===== src/rtl/assert_macros.svh =====
// ----------------------------------------------------------------------------
// assert_macros.svh
// Assertion shorthands used by the matcher top
// ----------------------------------------------------------------------------
`ifndef ASSERT_MACROS_SVH
`define ASSERT_MACROS_SVH

// same-cycle implication, disabled in reset
`define ASSERT_IMPL(lbl, clk, rst_n, ante, cons) \
    lbl: assert property (@(posedge clk) disable iff (!rst_n) (ante) |-> (cons)) \
        else $error("assertion failed");

// next-cycle implication, disabled in reset
`define ASSERT_NEXT(lbl, clk, rst_n, ante, cons) \
    lbl: assert property (@(posedge clk) disable iff (!rst_n) (ante) |=> (cons)) \
        else $error("assertion failed");

`endif


===== src/rtl/enm_pkg.sv =====
// ----------------------------------------------------------------------------
// enm_pkg
// Shared widths, codes and control structs of the epsilon NFA matcher
// ----------------------------------------------------------------------------
package enm_pkg;

    localparam int KIND_W = 2;
    localparam int STATE_W = 5;
    localparam int SYM_W = 8;
    localparam int MASK_W = 32;
    localparam int CFG_IDX_W = 1;

    // item kinds
    localparam logic [KIND_W-1:0] KIND_LOAD = 2'd0;
    localparam logic [KIND_W-1:0] KIND_START = 2'd1;
    localparam logic [KIND_W-1:0] KIND_SYMBOL = 2'd2;

    // configuration register indexes
    localparam logic [CFG_IDX_W-1:0] CFG_ACCEPT_MASK = 1'd0;
    localparam logic [CFG_IDX_W-1:0] CFG_START_STATE = 1'd1;

    // controller to datapath
    typedef struct packed {
        logic accept;      // input transfer, latch fields
        logic clear_wr;    // write zero at clear pointer
        logic load_wr;     // write loaded row
        logic cur_start;   // cur = start state bit
        logic cur_active;  // cur = active set
        logic cur_acc;     // cur = accumulator
        logic act_zero;    // active set = 0
        logic act_cur;     // active set = cur
        logic sweep_go;    // start a row sweep
        logic sweep_eps;   // sweep uses epsilon rows
        logic out_load;    // load output register
    } t_cmd;

    // datapath to controller
    typedef struct packed {
        logic [KIND_W-1:0] kind;
        logic clear_last;
        logic start_ok;
        logic sweep_fin;
        logic acc_eq_cur;
        logic out_free;
        logic busy;
    } t_stat;

endpackage


===== src/rtl/enm_ctrl.sv =====
// ----------------------------------------------------------------------------
// enm_ctrl
// Sequencer for clearing, loading, stepping and closure sweeps
// ----------------------------------------------------------------------------
module enm_ctrl (
    input  logic            i_clk,
    input  logic            i_rst_n,
    input  logic            i_in_valid,
    output logic            o_in_ready,
    input  enm_pkg::t_stat  i_stat,
    output enm_pkg::t_cmd   o_cmd
);
    import enm_pkg::*;

    localparam logic [2:0] ST_CLEAR    = 3'd0;
    localparam logic [2:0] ST_IDLE     = 3'd1;
    localparam logic [2:0] ST_DECODE   = 3'd2;
    localparam logic [2:0] ST_GO_SYM   = 3'd3;
    localparam logic [2:0] ST_WAIT_SYM = 3'd4;
    localparam logic [2:0] ST_GO_EPS   = 3'd5;
    localparam logic [2:0] ST_WAIT_EPS = 3'd6;
    localparam logic [2:0] ST_DONE     = 3'd7;

    logic [2:0] r_state;
    logic [2:0] n_state;

    // state register
    always_ff @(posedge i_clk) begin
        if (!i_rst_n) begin
            r_state <= ST_CLEAR;
        end else begin
            r_state <= n_state;
        end
    end

    assign o_in_ready = (r_state == ST_IDLE);

    // next state and commands
    always_comb begin
        n_state = r_state;
        o_cmd   = '0;
        case (r_state)
            ST_CLEAR: begin
                o_cmd.clear_wr = 1'b1;
                if (i_stat.clear_last) begin
                    n_state = ST_IDLE;
                end
            end
            ST_IDLE: begin
                if (i_in_valid) begin
                    o_cmd.accept = 1'b1;
                    n_state = ST_DECODE;
                end
            end
            ST_DECODE: begin
                case (i_stat.kind)
                    KIND_LOAD: begin
                        o_cmd.load_wr = 1'b1;
                        n_state = ST_DONE;
                    end
                    KIND_START: begin
                        if (i_stat.start_ok) begin
                            o_cmd.cur_start = 1'b1;
                            n_state = ST_GO_EPS;
                        end else begin
                            o_cmd.act_zero = 1'b1;
                            n_state = ST_DONE;
                        end
                    end
                    KIND_SYMBOL: begin
                        o_cmd.cur_active = 1'b1;
                        n_state = ST_GO_SYM;
                    end
                    default: n_state = ST_DONE;
                endcase
            end
            ST_GO_SYM: begin
                o_cmd.sweep_go = 1'b1;
                n_state = ST_WAIT_SYM;
            end
            ST_WAIT_SYM: begin
                if (i_stat.sweep_fin) begin
                    o_cmd.cur_acc = 1'b1;
                    n_state = ST_GO_EPS;
                end
            end
            ST_GO_EPS: begin
                o_cmd.sweep_go  = 1'b1;
                o_cmd.sweep_eps = 1'b1;
                n_state = ST_WAIT_EPS;
            end
            ST_WAIT_EPS: begin
                if (i_stat.sweep_fin) begin
                    if (i_stat.acc_eq_cur) begin
                        o_cmd.act_cur = 1'b1;
                        n_state = ST_DONE;
                    end else begin
                        o_cmd.cur_acc = 1'b1;
                        n_state = ST_GO_EPS;
                    end
                end
            end
            ST_DONE: begin
                if (i_stat.out_free) begin
                    o_cmd.out_load = 1'b1;
                    n_state = ST_IDLE;
                end
            end
            default: n_state = ST_IDLE;
        endcase
    end
endmodule


===== config.mk =====
export PLATFORM = sky130hd
export DESIGN_NAME = enm_ctrl
export DESIGN_NICKNAME = d
export VERILOG_FILES = /design/src/rtl/assert_macros.svh /design/src/rtl/enm_pkg.sv /design/src/rtl/enm_ctrl.sv
export SDC_FILE = /design/constraint.sdc
export NUM_CORES = 1
export LEC_CHECK = 0
export ABC_AREA = 1
export BUFFER_PORTS_ARGS = -buffer_cell sky130_fd_sc_hd__buf_2
export CAP_MARGIN = 20
export CORE_AREA = 2 2 39 41
export CTS_CLUSTER_DIAMETER = 120
export CTS_CLUSTER_SIZE = 8
export DETAILED_ROUTE_END_ITERATION = 12
export DIE_AREA = 0 0 41 43
export PLACE_DENSITY = 0.64
export SLEW_MARGIN = 40
export SYNTH_ARGS = -nofsm -noshare
export SYNTH_HDL_FRONTEND = slang
export SYNTH_SLANG_ARGS = --single-unit

===== constraint.sdc =====
create_clock -name i_clk -period 1.4 [get_ports i_clk]
set_input_delay 0.35 -clock i_clk [delete_from_list [all_inputs] [get_ports i_clk]]
set_output_delay 0.35 -clock i_clk [all_outputs]
set_load 0.005 [all_outputs]

==> results_dict.tcl, run 1 <==
set metrics [dict create \
    status "finished, violations left" \
    violations "setup timing" \
    grt_antenna_before_repair 0 \
    achievable-frequency_mhz 662 \
    antenna_cells 0 \
    synth.top_cells.by_area "sky130_fd_sc_hd__dfxtp_1 15%, sky130_fd_sc_hd__nor2_1 15%, sky130_fd_sc_hd__inv_1 12%" \
    worst_path_clk_slew_ps 40 \
    largest_register_ffs 3 \
    finish.utilization_pct 52.6 \
    drt-initial-drc-count 5 \
    critical_path_buf_inv_count 4 \
    timing.final.crit_share_pct 108 \
    timing_worst_slew_pin_value_ps 253 \
    crit_path_max_incr_delay_ps 370 \
    floorplan.die_area_mm2 0.00176 \
    power_per_cell_area_mw_per_mm2 1640 \
    hold-worst-slack_ps 356 \
    grt_busiest_layer "met2" \
    cp_top_family "flip-flops" \
    final_critical_path_setup_slack_ps -111 \
    grt_overflow_total 0 \
    met2_global_route_usage_pct 25.6 \
    cts_max_path_buffers 2 \
    cts_tree "done" \
    grt_pass1_vias 468 \
    registers_with_the_most_flip_flops "r_state: 3 flops" \
    unrepaired_setup_endpoints_after_global_routing "true" \
    synth-warning-count 0 \
    path_class "flop to output port" \
    vias 554 \
    globalRouteMet1Util_pct 16.0 \
    detail_route.wirelength_mm 1.17 \
    syn_nets 79 \
    power_leakage_uw 0.000387 \
    postSynthCellCount 65 \
    gr-usage-all-layers_pct 14.4 \
    final_max_slew_viol_count 0 \
    crit_arrival_ps 1160 \
    wl_per_cell_um 9.75 \
    yosysSeqAreaShare_pct 15.4 \
    synth_top_area_share_pct 15.4 \
    cp_data_required_time_ps 1050 \
    post-route-drc-count 0 \
    timing.critical_path.slowest_stage_cell "sky130_fd_sc_hd__dfxtp_4" \
    top_reg_by_flops "r_state" \
    die_w_um 41 \
    irDropWorstVdd_v 0.000721 \
    final.fill_count 150 \
    globalplace.congestion 0.805 \
    timing.hold.worst.start "i_rst_n" \
    initial_utilization_pct 28.2 \
    timing.critical_path.from "r_state[0]" \
    reg2reg_slack_ps 130 \
    num_io_pins 23 \
    yosysUniqueCellTypes 18 \
    design.core.area_mm2 0.00138 \
    fp.dieH_um 43 \
    crit_path_cell_trace "inv_4 > buf_12 > nor2_4 > inv_2 > a21oi_2 > buf_2" \
    via_per_inst 4.62 \
    grt_use_met3_pct 3.14 \
    detailed_placement_hpwl_um 804 \
    grt_pass1_wl_mm 1.79 \
    worst-path-max-fanout 5 \
    area.sequential_um2 71.3 \
    insertion_delay_ps 230 \
    r2r_start "r_state[0]" \
    setup.worst_path.start_class "flop" \
    grt_start_max_net_pins 7 \
    syn_area_um2 390 \
    fin_worst_skew_ps 2.94 \
    timing.final.hold_violations 0 \
    dr.pass1.iters 4 \
    level_count_of_the_clock_h_tree 1 \
    yosys_register_bits 3 \
    worstSetupEndpointType "output port" \
    max_cap_viol_count 0 \
    syn2layout_area_growth_pct 86.5 \
    final_net_count 119 \
    avgSynthCellArea_um2 6.01 \
    synthDominantAreaCellType "sky130_fd_sc_hd__dfxtp_1" \
    rows 14 \
    final_layout_size_suffix_gt1_share_pct 60.6 \
    cts.root.buffer_cell "sky130_fd_sc_hd__clkbuf_4" \
    slew_headroom_pct 83.1 \
    cts.sinks 3 \
    holdCritPathClass "primary input to flop" \
    placement.io_buffers 21 \
    final_period_minus_worst_setup_slack_ps 1510 \
    number_of_endpoints_failing_setup_at_the_final_stage 11 \
    multiInputGateArea_um2 308 \
    antenna_violating_nets_post_route 0 \
    cts_buffers 3 \
    number_of_hold_buffers_added_after_cts 0 \
]
final cells by class:
class | count | area share [%]
clock buffer | 4 | 3.61
tap | 16 | 2.75
inverter | 14 | 7.90
multi-input combinational | 46 | 42.3
timing repair buffer | 37 | 33.7
sequential | 3 | 9.79
stage by stage:
step | setup slack, ps | cells | power [µW] | cell area (µm²) | setup TNS [ps]
global placement | 34.8 | 109 | 765 | 564 | 0
CTS | -130 | 118 | 1120 | 679 | -694
floorplan | 103 | 65 | 529 | 390 | 0
detailed placement | 29.5 | 109 | 774 | 564 | 0
global route | -164 | 120 | 1300 | 728 | -1310
finish | -111 | 120 | 1200 | 728 | -601
placed cells by master (no fill, tap or decap):
| cell type | instances |
|---|---|
| sky130_fd_sc_hd__nor2_1 | 13 |
| sky130_fd_sc_hd__nand3_1 | 2 |
| sky130_fd_sc_hd__buf_4 | 13 |
| sky130_fd_sc_hd__nor2_4 | 2 |
| sky130_fd_sc_hd__dfxtp_4 | 3 |
| sky130_fd_sc_hd__nand3_2 | 3 |
| sky130_fd_sc_hd__nor3_2 | 4 |
| sky130_fd_sc_hd__nand2_1 | 7 |
| sky130_fd_sc_hd__ha_1 | 3 |
| sky130_fd_sc_hd__clkbuf_1 | 1 |
| sky130_fd_sc_hd__o22ai_1 | 1 |
| sky130_fd_sc_hd__nand2_2 | 1 |
| sky130_fd_sc_hd__inv_2 | 2 |
| sky130_fd_sc_hd__buf_6 | 2 |
| sky130_fd_sc_hd__a21oi_2 | 2 |
| sky130_fd_sc_hd__nor2_2 | 2 |
| sky130_fd_sc_hd__nand4_2 | 1 |
| sky130_fd_sc_hd__inv_4 | 2 |
| sky130_fd_sc_hd__o21ai_0 | 2 |
| sky130_fd_sc_hd__clkbuf_4 | 3 |
| sky130_fd_sc_hd__a2111oi_2 | 1 |
| sky130_fd_sc_hd__nand4_1 | 2 |
| sky130_fd_sc_hd__buf_12 | 1 |
| sky130_fd_sc_hd__inv_1 | 10 |
| sky130_fd_sc_hd__buf_2 | 21 |
cell families (layout without fill, tap and decap cells):
logic type                 count (synthesis)  count (layout)  synth area share, %
AOI/OAI and AO/OA                          6               6                 8.98
adders and majority gates                  3               3                 9.62
buffers and inverters                     16              55                 18.3
DFF                                        3               3                 15.4
and+or+nand+nor                           37              37                 47.8
synth_stat cells, drive strengths merged:
cell,n
nand3,5
inv,14
nor3,4
o22ai,1
ha,3
a21oi,2
buf,2
nor2,17
a2111oi,1
o21ai,2
nand2,8
nand4,3
dfxtp,3
tightest hold or removal path, stage by stage:
cell and delay, ps:
sky130_fd_sc_hd__buf_2 110, sky130_fd_sc_hd__nand2_1 60, sky130_fd_sc_hd__nor2_1 30
path summary, 6_finish.rpt:
path                 to  cells after the start
max            o_cmd[2]                      6
min          r_state[1]                      3
max reg2reg  r_state[0]                      9
min reg2reg  r_state[0]                      5
per-layer routing:
| layer | vias to the layer above | part of all wire, % | wire length, µm |
|---|---|---|---|
| li1 | 288 | - | - |
| met1 | 249 | 41 | 475 |
| met2 | 15 | 54 | 635 |
| met3 | 2 | 4.1 | 48 |
| met4 | 0 | 0.94 | 11 |
| met5 | - | 0 | 0 |
power breakdown:
part           switching, µW  total (µW)  internal [µW]
Clock                   44.5         151            107
Sequential              62.7         202            140
Combinational            411         843            432
Total                    518        1200            678
what timing repair did:
item | CTS | global route
buffers inserted | 5 | 2
pin swaps | 4 | 4
resized for setup | 16 | 9
endpoints found under the setup margin | 12 | 12
(Power assumes the default switching activity.)
==> inputs of run 2 (changes only) <==
==> constraint.sdc (replaced) <==
create_clock -name i_clk -period 1.5 [get_ports i_clk]
set_input_delay 0.375 -clock i_clk [delete_from_list [all_inputs] [get_ports i_clk]]
set_output_delay 0.375 -clock i_clk [all_outputs]
set_load 0.005 [all_outputs]
==> results_dict.tcl, run 2 (synthesized netlist as in run 1, its figures left out) <==
set metrics [dict create \
    cp_data_required_time_ps 1120 \
    grt_start_max_net_pins 10 \
    grt_pass1_vias 474 \
    rows 14 \
    cts_max_path_buffers 2 \
    vias 520 \
    final_max_slew_viol_count 0 \
    grt_overflow_total 0 \
    crit_path_cell_trace "buf_6 > a2111oi_4 > buf_2" \
    final_layout_size_suffix_gt1_share_pct 57.4 \
    top_reg_by_flops "r_state" \
    slew_headroom_pct 84.8 \
    holdCritPathClass "primary input to flop" \
    multiInputGateArea_um2 313 \
    cp_top_family "flip-flops" \
    initial_utilization_pct 28.2 \
    largest_register_ffs 3 \
    antenna_cells 0 \
    critical_path_buf_inv_count 2 \
    timing.critical_path.slowest_stage_cell "sky130_fd_sc_hd__dfxtp_4" \
    grt_pass1_wl_mm 1.74 \
    timing_worst_slew_pin_value_ps 228 \
    design.core.area_mm2 0.00138 \
    power_per_cell_area_mw_per_mm2 1510 \
    crit_arrival_ps 1130 \
    number_of_endpoints_failing_setup_at_the_final_stage 2 \
    layout_commonest_cell "sky130_fd_sc_hd__buf_2" \
    hold-worst-slack_ps 389 \
    placement.io_buffers 21 \
    status "finished, violations left" \
    timing.final.crit_share_pct 101 \
    insertion_delay_ps 220 \
    wl_per_cell_um 8.97 \
    irDropWorstVdd_v 0.000564 \
    final.fill_count 147 \
    floorplan.die_area_mm2 0.00176 \
    area.sequential_um2 68.8 \
    cts.root.buffer_cell "sky130_fd_sc_hd__clkbuf_4" \
    worst-path-max-fanout 7 \
    crit_path_max_incr_delay_ps 370 \
    num_io_pins 23 \
    detail_route.wirelength_mm 1.05 \
    detailed_placement_hpwl_um 767 \
    timing.final.hold_violations 0 \
    final_critical_path_setup_slack_ps -9.75 \
    total_instance_count_after_detailed_placement 105 \
    final_period_minus_worst_setup_slack_ps 1510 \
    power_leakage_uw 0.000369 \
    syn2layout_area_growth_pct 80.4 \
    globalplace.congestion 0.844 \
    final_net_count 116 \
    die_w_um 41 \
    worstSetupEndpointType "output port" \
    registers_with_the_most_flip_flops "r_state: 3 flops" \
    setup.worst_path.start_class "flop" \
    cts_tree "done" \
    achievable-frequency_mhz 662 \
    level_count_of_the_clock_h_tree 1 \
    cts.sinks 3 \
    post-route-drc-count 0 \
    max_cap_viol_count 0 \
    gr-usage-all-layers_pct 13.7 \
    antenna_violating_nets_post_route 0 \
    cts_buffers 3 \
    most-common-layout-cells "22 x sky130_fd_sc_hd__buf_2, 14 x sky130_fd_sc_hd__nor2_1, 10 x sky130_fd_sc_hd__inv_1" \
    grt_antenna_before_repair 0 \
    unrepaired_setup_endpoints_after_global_routing "true" \
    fin_worst_skew_ps 2.16 \
    via_per_inst 4.44 \
    violations "setup timing" \
    drt-initial-drc-count 2 \
    worst_path_clk_slew_ps 40 \
    path_class "flop to output port" \
    final-instance-count-excl-fill 117 \
    fp.dieH_um 43 \
    dr.pass1.iters 2 \
]
==> run 2: final cells by class <==
class                           count  area share [%]
Inverter                           14            8.17
Timing Repair Buffer               34            31.1
Tap cell                           16            2.84
Sequential cell                     3            9.77
Multi-Input combinational cell     46            44.4
Clock buffer                        4            3.73
==> run 2: worst paths after layout <==
path                            slack (ps)    endpoint  startpoint  depth (start not counted)
worst max-delay path                   -10    o_cmd[5]  r_state[1]                          3
worst min-delay path                   390  r_state[1]     i_rst_n                          3
worst max register to register         230  r_state[0]  r_state[1]                          9
worst min register to register         690  r_state[0]  r_state[0]                          5
==> run 2: power breakdown <==
group	internal, µW	switching [µW]	total [µW]
Sequential	127	52.3	180
Combinational	369	380	749
Clock	99.1	33.1	132
Total	595	466	1060
==> run 2: worst min-delay path, stage by stage <==
cell and delay [ps]:
sky130_fd_sc_hd__buf_2 110, sky130_fd_sc_hd__nand2_1 60, sky130_fd_sc_hd__nor2_1 30
==> run 2: through the flow <==
step	utilization, %	total power, µW	cell area (µm²)	TNS, ps	worst slack [ps]
2_1_floorplan	-	494	390	0	178
3_3_place_gp	38.6	666	534	0	84.3
3_5_place_dp	38.6	672	534	0	67.1
4_1_cts	46.9	986	649	-50.2	-18.5
5_1_grt	50.9	1170	704	-409	-91.4
6_report	50.9	1060	704	-13.3	-9.75
==> run 2: what timing repair did <==
action                     in CTS  in global routing
setup endpoints to repair      10                 11
resized for setup              16                 10
pin swaps                       4                  5
hold buffers                    0                  0
setup buffers                   5                  2
gates cloned                    0                  1
==> run 2: per-layer routing <==
layer,GRT usage [%],vias up,share of wire (%)
li1,-,276,-
met1,17.3,227,42
met2,21.3,15,50
met3,2.62,2,6.5
met4,6.67,0,1.1
met5,0,-,0
